`config.mk`:
```
export PLATFORM = sky130hd
export DESIGN_NAME = polygon_edge_window_clipper_core
export DESIGN_NICKNAME = d
export VERILOG_FILES = /design/src/sv/pecl_pkg.sv /design/src/sv/pecl_div.sv /design/src/sv/polygon_edge_window_clipper_core.sv
export SDC_FILE = /design/constraint.sdc
export NUM_CORES = 2
export LEC_CHECK = 0
export ABC_AREA = 1
export BUFFER_PORTS_ARGS = -buffer_cell sky130_fd_sc_hd__buf_2
export CAP_MARGIN = 40
export CORE_ASPECT_RATIO = 0.7
export CORE_MARGIN = 5
export CORE_UTILIZATION = 40
export CTS_CLUSTER_SIZE = 10
export DETAILED_ROUTE_END_ITERATION = 12
export SETUP_SLACK_MARGIN = 0.05
export SYNTH_ARGS = -nofsm -noshare
export SYNTH_HDL_FRONTEND = slang
export SYNTH_SLANG_ARGS = --single-unit
```
`constraint.sdc`:
```
create_clock -name clk -period 9.6 [get_ports clk]
set_input_delay 0.96 -clock clk [delete_from_list [all_inputs] [get_ports clk]]
set_output_delay 0.96 -clock clk [all_outputs]
set_load 0.1 [all_outputs]
```
`src/sv/pecl_pkg.sv`:
```
// ----------------------------------------------------------------------------
// pecl_pkg: shared types and codes for the polygon edge window clipper
// Holds command codes, register indexes, clip stage codes, window reset values,
// sequencer states and the divider status group.
// ----------------------------------------------------------------------------
package pecl_pkg;

    // Input item commands
    localparam logic [1:0] CMD_ADD   = 2'd0;
    localparam logic [1:0] CMD_CLOSE = 2'd1;

    // Configuration register indexes
    localparam logic [1:0] REG_LEFT   = 2'd0;
    localparam logic [1:0] REG_RIGHT  = 2'd1;
    localparam logic [1:0] REG_BOTTOM = 2'd2;
    localparam logic [1:0] REG_TOP    = 2'd3;

    // Clip stages, in processing order
    localparam logic [1:0] STG_LEFT   = 2'd0;
    localparam logic [1:0] STG_RIGHT  = 2'd1;
    localparam logic [1:0] STG_TOP    = 2'd2;
    localparam logic [1:0] STG_BOTTOM = 2'd3;

    // Window reset values
    localparam int WIN_RESET_LO = -100;
    localparam int WIN_RESET_HI = 100;

    typedef enum logic [2:0] {
        S_IDLE,
        S_STAGE,
        S_MUL_A,
        S_MUL_B,
        S_DIV,
        S_PIECE,
        S_REMAIN
    } state_t;

    typedef struct packed {
        logic busy;
        logic done;
    } div_stat_t;

endpackage

```
`src/sv/pecl_div.sv`:
```
// ----------------------------------------------------------------------------
// pecl_div: iterative signed divider
// Restoring division on magnitudes, one quotient bit per cycle, quotient
// truncated toward zero.
// ----------------------------------------------------------------------------
module pecl_div #(
    parameter int NUM_BITS = 29,
    parameter int DEN_BITS = 13
) (
    input  logic                         clk,
    input  logic                         rst_n,
    input  logic                         start,
    input  logic signed [NUM_BITS-1:0]   num,
    input  logic signed [DEN_BITS-1:0]   den,
    output pecl_pkg::div_stat_t          stat,
    output logic signed [NUM_BITS-1:0]   quot
);
    import pecl_pkg::*;

    localparam int CNT_BITS = $clog2(NUM_BITS + 1);

    logic                  busy_reg, busy_next;
    logic                  done_reg, done_next;
    logic [CNT_BITS-1:0]   cnt_reg, cnt_next;
    logic [NUM_BITS-1:0]   q_reg, q_next;
    logic [DEN_BITS-1:0]   rem_reg, rem_next;
    logic [DEN_BITS-1:0]   dmag_reg, dmag_next;
    logic                  neg_reg, neg_next;
    logic [DEN_BITS:0]     trial;
    logic                  ge;
    logic [NUM_BITS-1:0]   num_mag;
    logic [DEN_BITS-1:0]   den_mag;

    // Magnitudes of the operands
    assign num_mag = num[NUM_BITS-1] ? NUM_BITS'(-num) : NUM_BITS'(num);
    assign den_mag = den[DEN_BITS-1] ? DEN_BITS'(-den) : DEN_BITS'(den);

    // One restoring step
    assign trial = {rem_reg, q_reg[NUM_BITS-1]};
    assign ge    = (trial >= {1'b0, dmag_reg});

    always_comb
    begin
        busy_next = busy_reg;
        done_next = 1'b0;
        cnt_next  = cnt_reg;
        q_next    = q_reg;
        rem_next  = rem_reg;
        dmag_next = dmag_reg;
        neg_next  = neg_reg;
        if (start)
        begin
            busy_next = 1'b1;
            cnt_next  = CNT_BITS'(NUM_BITS);
            q_next    = num_mag;
            rem_next  = '0;
            dmag_next = den_mag;
            neg_next  = num[NUM_BITS-1] ^ den[DEN_BITS-1];
        end
        else if (busy_reg)
        begin
            rem_next = ge ? DEN_BITS'(trial - {1'b0, dmag_reg}) : DEN_BITS'(trial);
            q_next   = {q_reg[NUM_BITS-2:0], ge};
            cnt_next = cnt_reg - 1'b1;
            if (cnt_reg == CNT_BITS'(1))
            begin
                busy_next = 1'b0;
                done_next = 1'b1;
            end
        end
    end

    always_ff @(posedge clk or negedge rst_n)
    begin
        if (!rst_n)
        begin
            busy_reg <= 1'b0;
            done_reg <= 1'b0;
            cnt_reg  <= '0;
        end
        else
        begin
            busy_reg <= busy_next;
            done_reg <= done_next;
            cnt_reg  <= cnt_next;
        end
    end

    always_ff @(posedge clk)
    begin
        q_reg    <= q_next;
        rem_reg  <= rem_next;
        dmag_reg <= dmag_next;
        neg_reg  <= neg_next;
    end

    assign stat.busy = busy_reg;
    assign stat.done = done_reg;
    assign quot = neg_reg ? -$signed(q_reg) : $signed(q_reg);

endmodule

```
`src/sv/polygon_edge_window_clipper_core.sv`:
```
// Flow: an edge with no clipping passes the four stage tests and gives one item;
// each clipping stage adds two multiply steps and a run of the shared divider,
// which gives one quotient bit per cycle, up to four clipping stages per edge.
// Throughput: one input item at a time; ready only while the sequencer idles.
// Reset: asynchronous, active low; window -100..100, no polygon open.
// ----------------------------------------------------------------------------
// polygon_edge_window_clipper_core: clip polygon edges to a rectangular window
// A sequencer walks each edge through the left, right, top and bottom stages,
// sharing one multiplier and one iterative divider for the intersections.
// ----------------------------------------------------------------------------
module polygon_edge_window_clipper_core #(
    parameter int COORD_BITS = 12
) (
    input  logic                          clk,
    input  logic                          rst_n,
    input  logic                          cfg_valid,
    output logic                          cfg_ready,
    input  logic [1:0]                    cfg_index,
    input  logic [COORD_BITS-1:0]         cfg_data,
    input  logic                          in_valid,
    output logic                          in_ready,
    input  logic [1:0]                    command,
    input  logic signed [COORD_BITS-1:0]  vertex_x,
    input  logic signed [COORD_BITS-1:0]  vertex_y,
    output logic                          out_valid,
    input  logic                          out_ready,
    output logic signed [COORD_BITS-1:0]  seg_start_x,
    output logic signed [COORD_BITS-1:0]  seg_start_y,
    output logic signed [COORD_BITS-1:0]  seg_end_x,
    output logic signed [COORD_BITS-1:0]  seg_end_y,
    output logic                          is_inside,
    output logic                          last_piece
);
    import pecl_pkg::*;

    localparam int C  = COORD_BITS;
    localparam int W  = COORD_BITS + 2;
    localparam int D  = COORD_BITS + 1;
    localparam int PW = W + 1 + D;
    localparam int NW = W + D + 2;

    state_t               state_reg, state_next;
    logic [1:0]           stg_reg, stg_next;
    logic signed [C-1:0]  wl_reg, wr_reg, wb_reg, wt_reg;
    logic signed [C-1:0]  prev_x_reg, prev_y_reg, first_x_reg, first_y_reg;
    logic                 open_reg, open_next;
    logic signed [W-1:0]  x1_reg, y1_reg, x2_reg, y2_reg;
    logic signed [W-1:0]  x1_next, y1_next, x2_next, y2_next;
    logic signed [D-1:0]  dx_reg, dy_reg;
    logic signed [NW-1:0] acc_reg, acc_next;
    logic signed [W-1:0]  p_sx_reg, p_sy_reg, p_ex_reg, p_ey_reg;
    logic signed [W-1:0]  p_sx_next, p_sy_next, p_ex_next, p_ey_next;
    logic                 ov_reg, ov_next;
    logic signed [C-1:0]  o_sx_reg, o_sy_reg, o_ex_reg, o_ey_reg;
    logic                 o_in_reg, o_last_reg;
    logic                 load_piece, load_remain, accept, edge_start;
    logic signed [C-1:0]  end_x, end_y;

    logic signed [W-1:0]  wl, wr, wb, wt;
    logic                 act, sw, clip;
    logic signed [W-1:0]  sx1, sy1, sx2, sy2;
    logic signed [W:0]    mul_a;
    logic signed [D-1:0]  mul_b;
    logic signed [PW-1:0] prod;
    logic signed [D-1:0]  den;
    logic signed [W-1:0]  keep, qw, res;
    logic                 div_start;
    div_stat_t            dstat;
    logic signed [NW-1:0] quot;
    logic                 win_inside;

    assign wl = W'(wl_reg);
    assign wr = W'(wr_reg);
    assign wb = W'(wb_reg);
    assign wt = W'(wt_reg);

    // Configuration writes
    assign cfg_ready = 1'b1;

    always_ff @(posedge clk or negedge rst_n)
    begin
        if (!rst_n)
        begin
            wl_reg <= C'(WIN_RESET_LO);
            wr_reg <= C'(WIN_RESET_HI);
            wb_reg <= C'(WIN_RESET_LO);
            wt_reg <= C'(WIN_RESET_HI);
        end
        else if (cfg_valid)
        begin
            unique case (cfg_index)
                REG_LEFT:   wl_reg <= cfg_data;
                REG_RIGHT:  wr_reg <= cfg_data;
                REG_BOTTOM: wb_reg <= cfg_data;
                REG_TOP:    wt_reg <= cfg_data;
                default:    wl_reg <= wl_reg;
            endcase
        end
    end

    // Input item decode
    assign in_ready   = (state_reg == S_IDLE);
    assign accept     = in_valid && in_ready;
    assign edge_start = accept && open_reg &&
                        (command == CMD_ADD || command == CMD_CLOSE);
    assign end_x      = (command == CMD_ADD) ? vertex_x : first_x_reg;
    assign end_y      = (command == CMD_ADD) ? vertex_y : first_y_reg;

    // Stage test and end swap
    always_comb
    begin
        unique case (stg_reg)
            STG_LEFT:
            begin
                act = (x1_reg > wl) || (x2_reg > wl);
                sw  = x2_reg < x1_reg;
            end
            STG_RIGHT:
            begin
                act = (x1_reg < wr) || (x2_reg < wr);
                sw  = x1_reg > x2_reg;
            end
            STG_TOP:
            begin
                act = (y1_reg < wt) || (y2_reg < wt);
                sw  = y2_reg < y1_reg;
            end
            default:
            begin
                act = (y2_reg > wb) || (y1_reg > wb);
                sw  = y2_reg < y1_reg;
            end
        endcase
        sx1 = (act && sw) ? x2_reg : x1_reg;
        sy1 = (act && sw) ? y2_reg : y1_reg;
        sx2 = (act && sw) ? x1_reg : x2_reg;
        sy2 = (act && sw) ? y1_reg : y2_reg;
        unique case (stg_reg)
            STG_LEFT:  clip = act && (sx1 < wl);
            STG_RIGHT: clip = act && (sx2 > wr);
            STG_TOP:   clip = act && (sy2 > wt);
            default:   clip = act && (sy1 < wb);
        endcase
    end

    // Shared multiplier operands and divider setup
    always_comb
    begin
        if (state_reg == S_MUL_A)
        begin
            unique case (stg_reg)
                STG_LEFT:  begin mul_a = (W+1)'(y2_reg); mul_b = dx_reg; end
                STG_RIGHT: begin mul_a = (W+1)'(y1_reg); mul_b = dx_reg; end
                STG_TOP:   begin mul_a = (W+1)'(x1_reg); mul_b = dy_reg; end
                default:   begin mul_a = (W+1)'(x2_reg); mul_b = dy_reg; end
            endcase
        end
        else
        begin
            unique case (stg_reg)
                STG_LEFT:  begin mul_a = (W+1)'(wl) - (W+1)'(x2_reg); mul_b = dy_reg; end
                STG_RIGHT: begin mul_a = (W+1)'(wr) - (W+1)'(x1_reg); mul_b = dy_reg; end
                STG_TOP:   begin mul_a = (W+1)'(wt) - (W+1)'(y1_reg); mul_b = dx_reg; end
                default:   begin mul_a = (W+1)'(wb) - (W+1)'(y2_reg); mul_b = dx_reg; end
            endcase
        end
        unique case (stg_reg)
            STG_LEFT:  begin den = dx_reg; keep = y1_reg; end
            STG_RIGHT: begin den = dx_reg; keep = y2_reg; end
            STG_TOP:   begin den = dy_reg; keep = x2_reg; end
            default:   begin den = dy_reg; keep = x1_reg; end
        endcase
    end

    assign prod      = mul_a * mul_b;
    assign div_start = (state_reg == S_MUL_B);
    assign qw        = W'(quot);
    assign res       = (den == '0) ? keep : qw;

    pecl_div #(
        .NUM_BITS (NW),
        .DEN_BITS (D)
    ) u_div (
        .clk   (clk),
        .rst_n (rst_n),
        .start (div_start),
        .num   (acc_next),
        .den   (den),
        .stat  (dstat),
        .quot  (quot)
    );

    // Remainder inside test, bounds inclusive
    assign win_inside = (x1_reg >= wl) && (x1_reg <= wr) && (x2_reg >= wl) && (x2_reg <= wr) &&
                        (y1_reg >= wb) && (y1_reg <= wt) && (y2_reg >= wb) && (y2_reg <= wt);

    assign load_piece  = (state_reg == S_PIECE) && (!ov_reg || out_ready);
    assign load_remain = (state_reg == S_REMAIN) && (!ov_reg || out_ready);

    // Sequencer
    always_comb
    begin
        state_next = state_reg;
        stg_next   = stg_reg;
        open_next  = open_reg;
        x1_next    = x1_reg;
        y1_next    = y1_reg;
        x2_next    = x2_reg;
        y2_next    = y2_reg;
        acc_next   = acc_reg;
        p_sx_next  = p_sx_reg;
        p_sy_next  = p_sy_reg;
        p_ex_next  = p_ex_reg;
        p_ey_next  = p_ey_reg;
        unique case (state_reg)
            S_IDLE:
            begin
                if (accept && command == CMD_ADD && !open_reg)
                    open_next = 1'b1;
                if (edge_start)
                begin
                    x1_next    = W'(prev_x_reg);
                    y1_next    = W'(prev_y_reg);
                    x2_next    = W'(end_x);
                    y2_next    = W'(end_y);
                    stg_next   = STG_LEFT;
                    state_next = S_STAGE;
                    if (command == CMD_CLOSE)
                        open_next = 1'b0;
                end
            end
            S_STAGE:
            begin
                x1_next = sx1;
                y1_next = sy1;
                x2_next = sx2;
                y2_next = sy2;
                if (clip)
                    state_next = S_MUL_A;
                else if (stg_reg == STG_BOTTOM)
                    state_next = S_REMAIN;
                else
                    stg_next = stg_reg + 2'd1;
            end
            S_MUL_A:
            begin
                acc_next   = NW'(prod);
                state_next = S_MUL_B;
            end
            S_MUL_B:
            begin
                acc_next   = acc_reg + NW'(prod);
                state_next = S_DIV;
            end
            S_DIV:
            begin
                if (dstat.done)
                begin
                    state_next = S_PIECE;
                    unique case (stg_reg)
                        STG_LEFT:
                        begin
                            p_sx_next = x1_reg; p_sy_next = y1_reg;
                            p_ex_next = wl;     p_ey_next = res;
                            x1_next   = wl;     y1_next   = res;
                        end
                        STG_RIGHT:
                        begin
                            p_sx_next = wr;     p_sy_next = res;
                            p_ex_next = x2_reg; p_ey_next = y2_reg;
                            x2_next   = wr;     y2_next   = res;
                        end
                        STG_TOP:
                        begin
                            p_sx_next = res;    p_sy_next = wt;
                            p_ex_next = x2_reg; p_ey_next = y2_reg;
                            x2_next   = res;    y2_next   = wt;
                        end
                        default:
                        begin
                            p_sx_next = res;    p_sy_next = wb;
                            p_ex_next = x1_reg; p_ey_next = y1_reg;
                            x1_next   = res;    y1_next   = wb;
                        end
                    endcase
                end
            end
            S_PIECE:
            begin
                if (load_piece)
                begin
                    if (stg_reg == STG_BOTTOM)
                        state_next = S_REMAIN;
                    else
                    begin
                        stg_next   = stg_reg + 2'd1;
                        state_next = S_STAGE;
                    end
                end
            end
            S_REMAIN:
            begin
                if (load_remain)
                    state_next = S_IDLE;
            end
            default:
                state_next = S_IDLE;
        endcase
    end

    // Output register: drop on take, load on emit
    always_comb
    begin
        ov_next = ov_reg;
        if (out_ready)
            ov_next = 1'b0;
        if (load_piece || load_remain)
            ov_next = 1'b1;
    end

    always_ff @(posedge clk or negedge rst_n)
    begin
        if (!rst_n)
        begin
            state_reg   <= S_IDLE;
            stg_reg     <= STG_LEFT;
            open_reg    <= 1'b0;
            ov_reg      <= 1'b0;
            prev_x_reg  <= '0;
            prev_y_reg  <= '0;
            first_x_reg <= '0;
            first_y_reg <= '0;
        end
        else
        begin
            state_reg <= state_next;
            stg_reg   <= stg_next;
            open_reg  <= open_next;
            ov_reg    <= ov_next;
            // Track previous and first vertex
            if (accept && command == CMD_ADD)
            begin
                prev_x_reg <= vertex_x;
                prev_y_reg <= vertex_y;
                if (!open_reg)
                begin
                    first_x_reg <= vertex_x;
                    first_y_reg <= vertex_y;
                end
            end
            else if (edge_start)
            begin
                prev_x_reg <= first_x_reg;
                prev_y_reg <= first_y_reg;
            end
        end
    end

    // Datapath registers
    always_ff @(posedge clk)
    begin
        x1_reg   <= x1_next;
        y1_reg   <= y1_next;
        x2_reg   <= x2_next;
        y2_reg   <= y2_next;
        acc_reg  <= acc_next;
        p_sx_reg <= p_sx_next;
        p_sy_reg <= p_sy_next;
        p_ex_reg <= p_ex_next;
        p_ey_reg <= p_ey_next;
        if (edge_start)
        begin
            dx_reg <= D'(end_x) - D'(prev_x_reg);
            dy_reg <= D'(end_y) - D'(prev_y_reg);
        end
        if (load_piece)
        begin
            o_sx_reg   <= p_sx_reg[C-1:0];
            o_sy_reg   <= p_sy_reg[C-1:0];
            o_ex_reg   <= p_ex_reg[C-1:0];
            o_ey_reg   <= p_ey_reg[C-1:0];
            o_in_reg   <= 1'b0;
            o_last_reg <= 1'b0;
        end
        else if (load_remain)
        begin
            o_sx_reg   <= x1_reg[C-1:0];
            o_sy_reg   <= y1_reg[C-1:0];
            o_ex_reg   <= x2_reg[C-1:0];
            o_ey_reg   <= y2_reg[C-1:0];
            o_in_reg   <= win_inside;
            o_last_reg <= 1'b1;
        end
    end

    assign out_valid   = ov_reg;
    assign seg_start_x = o_sx_reg;
    assign seg_start_y = o_sy_reg;
    assign seg_end_x   = o_ex_reg;
    assign seg_end_y   = o_ey_reg;
    assign is_inside   = o_in_reg;
    assign last_piece  = o_last_reg;

    // Inside marks only the remainder item
    a_inside_last: assert property (@(posedge clk) disable iff (!rst_n)
        out_valid && is_inside |-> last_piece)
        else $error("inside item not marked last");

    // Divider runs only while the sequencer waits on it
    a_div_state: assert property (@(posedge clk) disable iff (!rst_n)
        dstat.busy |-> state_reg == S_DIV)
        else $error("divider busy outside division state");

    // Emitting the remainder returns to idle
    a_remain_idle: assert property (@(posedge clk) disable iff (!rst_n)
        load_remain |=> state_reg == S_IDLE && out_valid && last_piece)
        else $error("remainder emit did not finish the edge");

endmodule
```
==> flow_summary.html <==
<table>
<tr><th>Metric</th><th>Value</th></tr>
<tr><th colspan="2">Status</th></tr>
<tr><td>Status</td><td>finished, final reports clean</td></tr>
<tr><th colspan="2">Worst setup path</th></tr>
<tr><td>Worst setup slack for register-to-register paths</td><td>~0.031 ns</td></tr>
<tr><td>Maximum fanout encountered on the critical timing path</td><td>4</td></tr>
<tr><td>Delay of the slowest cell on the worst path</td><td>around 0.54 ns</td></tr>
<tr><td>Slowest cell on the critical path</td><td>sky130_fd_sc_hd__fa_1</td></tr>
<tr><td>WS Path Type</td><td>reg -&gt; reg</td></tr>
<tr><td>Data arrival time at the worst-slack endpoint</td><td>9.95 ns</td></tr>
<tr><td>Category of the worst setup path launch point</td><td>flop</td></tr>
<tr><td>CP Data Required Time</td><td>9.98 ns</td></tr>
<tr><td>Worst Setup End Kind</td><td>flop</td></tr>
<tr><td>Most frequent cell on the critical path</td><td>sky130_fd_sc_hd__fa_1</td></tr>
<tr><td>R2r worst-path depth</td><td>52</td></tr>
<tr><th colspan="2">STA</th></tr>
<tr><td>Final setup violation count</td><td>0</td></tr>
<tr><td>RSZ-0062 raised after global routing</td><td>true</td></tr>
<tr><td>Final hold violation count</td><td>0</td></tr>
<tr><td>Worst-case setup margin in the final layout</td><td>0.0306 ns</td></tr>
<tr><td>Max Transition Viols Final</td><td>0</td></tr>
<tr><td>Worst clock skew</td><td>0.0184 ns</td></tr>
<tr><td>Min Clock Period, post-route</td><td>9.57 ns</td></tr>
<tr><td>Worst slew slack as a fraction of its limit</td><td>between 30% and 40%</td></tr>
<tr><td>Transition at the pin with the smallest max-transition slack</td><td>0.979 ns</td></tr>
<tr><td>Final worst path period share</td><td>99.7%</td></tr>
<tr><td>Tightest hold margin</td><td>0.393 ns</td></tr>
<tr><td>Final total negative setup slack</td><td>0 ns</td></tr>
<tr><td>Fmax</td><td>0.104 GHz</td></tr>
<tr><th colspan="2">Clocking</th></tr>
<tr><td>TritonCTS clock tree</td><td>built</td></tr>
<tr><td>Longest Clk Path Bufs</td><td>3</td></tr>
<tr><td>Clock latency on the worst-skew pair</td><td>0.64 ns</td></tr>
<tr><td>Clock buffer count from CTS</td><td>48</td></tr>
<tr><td># clock sinks</td><td>about 380</td></tr>
<tr><td>Root buf cell</td><td>sky130_fd_sc_hd__clkbuf_16</td></tr>
<tr><td>Cts hold-fix bufs</td><td>0</td></tr>
<tr><td>Clock transition at the register clock pins on the worst setup and hold paths after CTS</td><td>0.06 ns</td></tr>
<tr><td>Depth of the CTS H-tree</td><td>2</td></tr>
<tr><th colspan="2">Logic synthesis</th></tr>
<tr><td>Post-Synthesis Mean Instance Area</td><td>~7.7 sq um</td></tr>
<tr><td>Main combinational cell family by area after synthesis</td><td>adder cells</td></tr>
<tr><td>Number of instances in the synthesized netlist</td><td>about 4.7k</td></tr>
<tr><td>Number of warnings printed during yosys synthesis</td><td>0</td></tr>
<tr><td>Share of synthesized registers carrying an async set or reset</td><td>between 20 and 30%</td></tr>
<tr><td>Number of distinct library cells after synthesis</td><td>73</td></tr>
<tr><td>Sequential cell area fraction in the yosys report</td><td>approximately 29%</td></tr>
<tr><td>Share of cell area taken by muxes after synthesis</td><td>less than 1%</td></tr>
<tr><td>Share of the synthesized area in compound gates (AO/OA/AOI/OAI)</td><td>16.2%</td></tr>
<tr><td>Synthesized flop and latch total</td><td>375</td></tr>
<tr><td>Simple logic cell fraction of the synthesized area</td><td>20.8%</td></tr>
<tr><td>Mapped Nets</td><td>about 5.2k</td></tr>
<tr><td>Number of enable flip-flop cells after synthesis</td><td>221</td></tr>
<tr><td>Adder-cell share of the synthesized area</td><td>between 20 and 25%</td></tr>
<tr><td>XOR/XNOR Fraction of Synth Area</td><td>2.75%</td></tr>
<tr><td>Netlist Area Pre-Place</td><td>roughly 0.036 sq mm</td></tr>
<tr><td>Flip-flop cell with the highest count after synthesis</td><td>sky130_fd_sc_hd__edfxtp_1</td></tr>
<tr><th colspan="2">Floorplan</th></tr>
<tr><td>Area of the die</td><td>0.0954 sq mm</td></tr>
<tr><td>Die height</td><td>around 260 um</td></tr>
<tr><td>Row cnt</td><td>91</td></tr>
<tr><td>I/O pin count</td><td>98</td></tr>
<tr><td>Core region area</td><td>0.0884 sq mm</td></tr>
<tr><td>Width of the die</td><td>367 um</td></tr>
<tr><td>Initial Utilization</td><td>40.4%</td></tr>
<tr><th colspan="2">Route</th></tr>
<tr><td>Post-route antenna net violation count</td><td>0</td></tr>
<tr><td>Wire length reported by the detailed router</td><td>151 mm</td></tr>
<tr><td>Iteration-0 DRC count of the detailed router</td><td>4,343</td></tr>
<tr><td>Total DRC errors in the routed layout</td><td>0</td></tr>
<tr><td>Router iterations before antenna repair</td><td>8</td></tr>
<tr><td>Average detailed-routed wire length per instance</td><td>about 23 um</td></tr>
<tr><td>Total vias in the final route</td><td>36.2k</td></tr>
<tr><td>Per-cell via count in the routed design</td><td>5.55</td></tr>
<tr><th colspan="2">Finish</th></tr>
<tr><td>Area growth, synth to finish</td><td>28.1%</td></tr>
<tr><td>Highest-count cells in the layout ignoring fill and taps</td><td>sky130_fd_sc_hd__nand2_1, sky130_fd_sc_hd__buf_4, sky130_fd_sc_hd__inv_1</td></tr>
<tr><td>Most common library cell in the layout ignoring fill and taps</td><td>sky130_fd_sc_hd__nand2_1</td></tr>
<tr><td>Layout filler cell count</td><td>8,499</td></tr>
<tr><td>Number of nets in the final layout</td><td>~6k</td></tr>
<tr><td>Final Util</td><td>between 50 and 60%</td></tr>
<tr><td>Share of post-route cells with drive strength above 1</td><td>22.8%</td></tr>
<tr><th colspan="2">Flow run</th></tr>
<tr><td>Max-cap violations</td><td>0</td></tr>
<tr><th colspan="2">Hold path</th></tr>
<tr><td>Worst hold path type</td><td>in -&gt; async</td></tr>
<tr><th colspan="2">GRT</th></tr>
<tr><td>Pin count of the biggest net entering global routing</td><td>64</td></tr>
<tr><td>Overall global routing resource usage</td><td>between 30% and 40%</td></tr>
<tr><td>Initial antenna violation count</td><td>12</td></tr>
<tr><td>Number of global-route vias before repair</td><td>33.5k</td></tr>
<tr><td>Global-route wire length before repair</td><td>219 mm</td></tr>
<tr><td>Sum of overflow across all layers after global routing</td><td>0</td></tr>
<tr><th colspan="2">Placement</th></tr>
<tr><td>Pre-CTS setup slack</td><td>-0.604 ns</td></tr>
<tr><td>Global placer's final weighted congestion</td><td>1.03</td></tr>
<tr><td>Number of input and output port buffers inserted</td><td>96</td></tr>
<tr><td>Placed wire-length estimate</td><td>120 mm</td></tr>
</table>
==> cells by family (layout without fill, tap and decap cells) <==
kind of cell | count (synthesis) | in the layout
compound gates | 1009 | 1009
buf+inv | 813 | 1511
simple gates | 1807 | 1807
mux | 3 | 3
other cells | 1 | 3
xor+xnor | 112 | 112
fa+ha+maj | 533 | 533
flops | 375 | 375
==> area by class of cell <==
| class | count | area (sq um) | share of cell area, % |
|---|---|---|---|
| Timing Repair Buffer | 770 | 5870 | 12.8 |
| Inverter | 651 | 2470 | 5.40 |
| Tap cell | 1162 | 1450 | 3.18 |
| Timing Repair inverter | 1 | 6.26 | 0.0137 |
| Multi-Input combinational cell | 3465 | 24200 | 52.9 |
| Clock inverter | 11 | 104 | 0.227 |
| Antenna cell | 2 | 5.00 | 0.0109 |
| Clock buffer | 78 | 1360 | 2.96 |
| Sequential cell | 375 | 10300 | 22.5 |
==> worst paths after layout <==
path / start / end
worst max-delay path: y2_reg[0] / u_div.q_reg[25]
worst min-delay path: rst_n / first_x_reg[7]
worst max register to register: y2_reg[0] / u_div.q_reg[25]
worst min register to register: u_div.rem_reg[8] / u_div.rem_reg[8]
max in group asynchronous: rst_n / wl_reg[10]
min in group clk: u_div.rem_reg[8] / u_div.rem_reg[8]
==> synth_stat cells, types with 17 or more instances <==
library cell,instances,area [sq um]
sky130_fd_sc_hd__ha_1,341,4270
sky130_fd_sc_hd__inv_1,638,2390
sky130_fd_sc_hd__nor3_1,37,185
sky130_fd_sc_hd__nand3_1,197,986
sky130_fd_sc_hd__dfxtp_1,44,881
sky130_fd_sc_hd__nand4_1,37,231
sky130_fd_sc_hd__fa_1,192,3840
sky130_fd_sc_hd__a22oi_1,44,330
sky130_fd_sc_hd__nand2_1,1154,4330
sky130_fd_sc_hd__nor2_1,319,1200
sky130_fd_sc_hd__a21oi_1,294,1470
sky130_fd_sc_hd__o21ai_0,446,2230
sky130_fd_sc_hd__xnor2_1,44,385
sky130_fd_sc_hd__dfstp_2,22,578
sky130_fd_sc_hd__o221ai_1,46,403
sky130_fd_sc_hd__a31oi_1,22,138
sky130_fd_sc_hd__or2_2,17,106
sky130_fd_sc_hd__o211ai_1,48,360
sky130_fd_sc_hd__edfxtp_1,221,6640
sky130_fd_sc_hd__clkbuf_1,136,510
sky130_fd_sc_hd__xor2_1,68,596
sky130_fd_sc_hd__dfrtp_1,88,2200
==> through the flow <==
stage          area (sq um)  instances
3_5_place_dp          41800       6351
4_1_cts               44000       6457
2_1_floorplan         35700       4653
3_3_place_gp          41700       6342
5_1_grt               45700       6513
6_report              45700       6515
==> routing by layer <==
metal	GRT usage (%)	up-vias	wire, um
met2	38.6	1937	54700
met4	4.98	10	2590
li1	-	16900	-
met1	45.8	17200	68300
met3	16.3	180	25400
met5	0	-	230
==> critical path: cells and delay by family (launching register included) <==
kind / cells / cell delay (ns)
AO/OA/AOI/OAI: 11 / 1.48
XOR/XNOR: 2 / 0.42
adder cells (fa/ha/maj): 10 / 4.24
buffers and inverters: 13 / 1.13
flip-flops: 1 / 0.46
AND/OR/NAND/NOR: 16 / 1.55
==> what timing repair did <==
item                                    in CTS  in global routing
endpoints found under the hold margin        0                  0
buffers inserted                            17                 48
resized for setup                          133                303
pin swaps                                   68                131
gates cloned                                 0                  2
endpoints found under the setup margin      31                 33
Power is not shown: default switching activity piles up to over one toggle a cycle in this logic, so the estimate is an artifact.
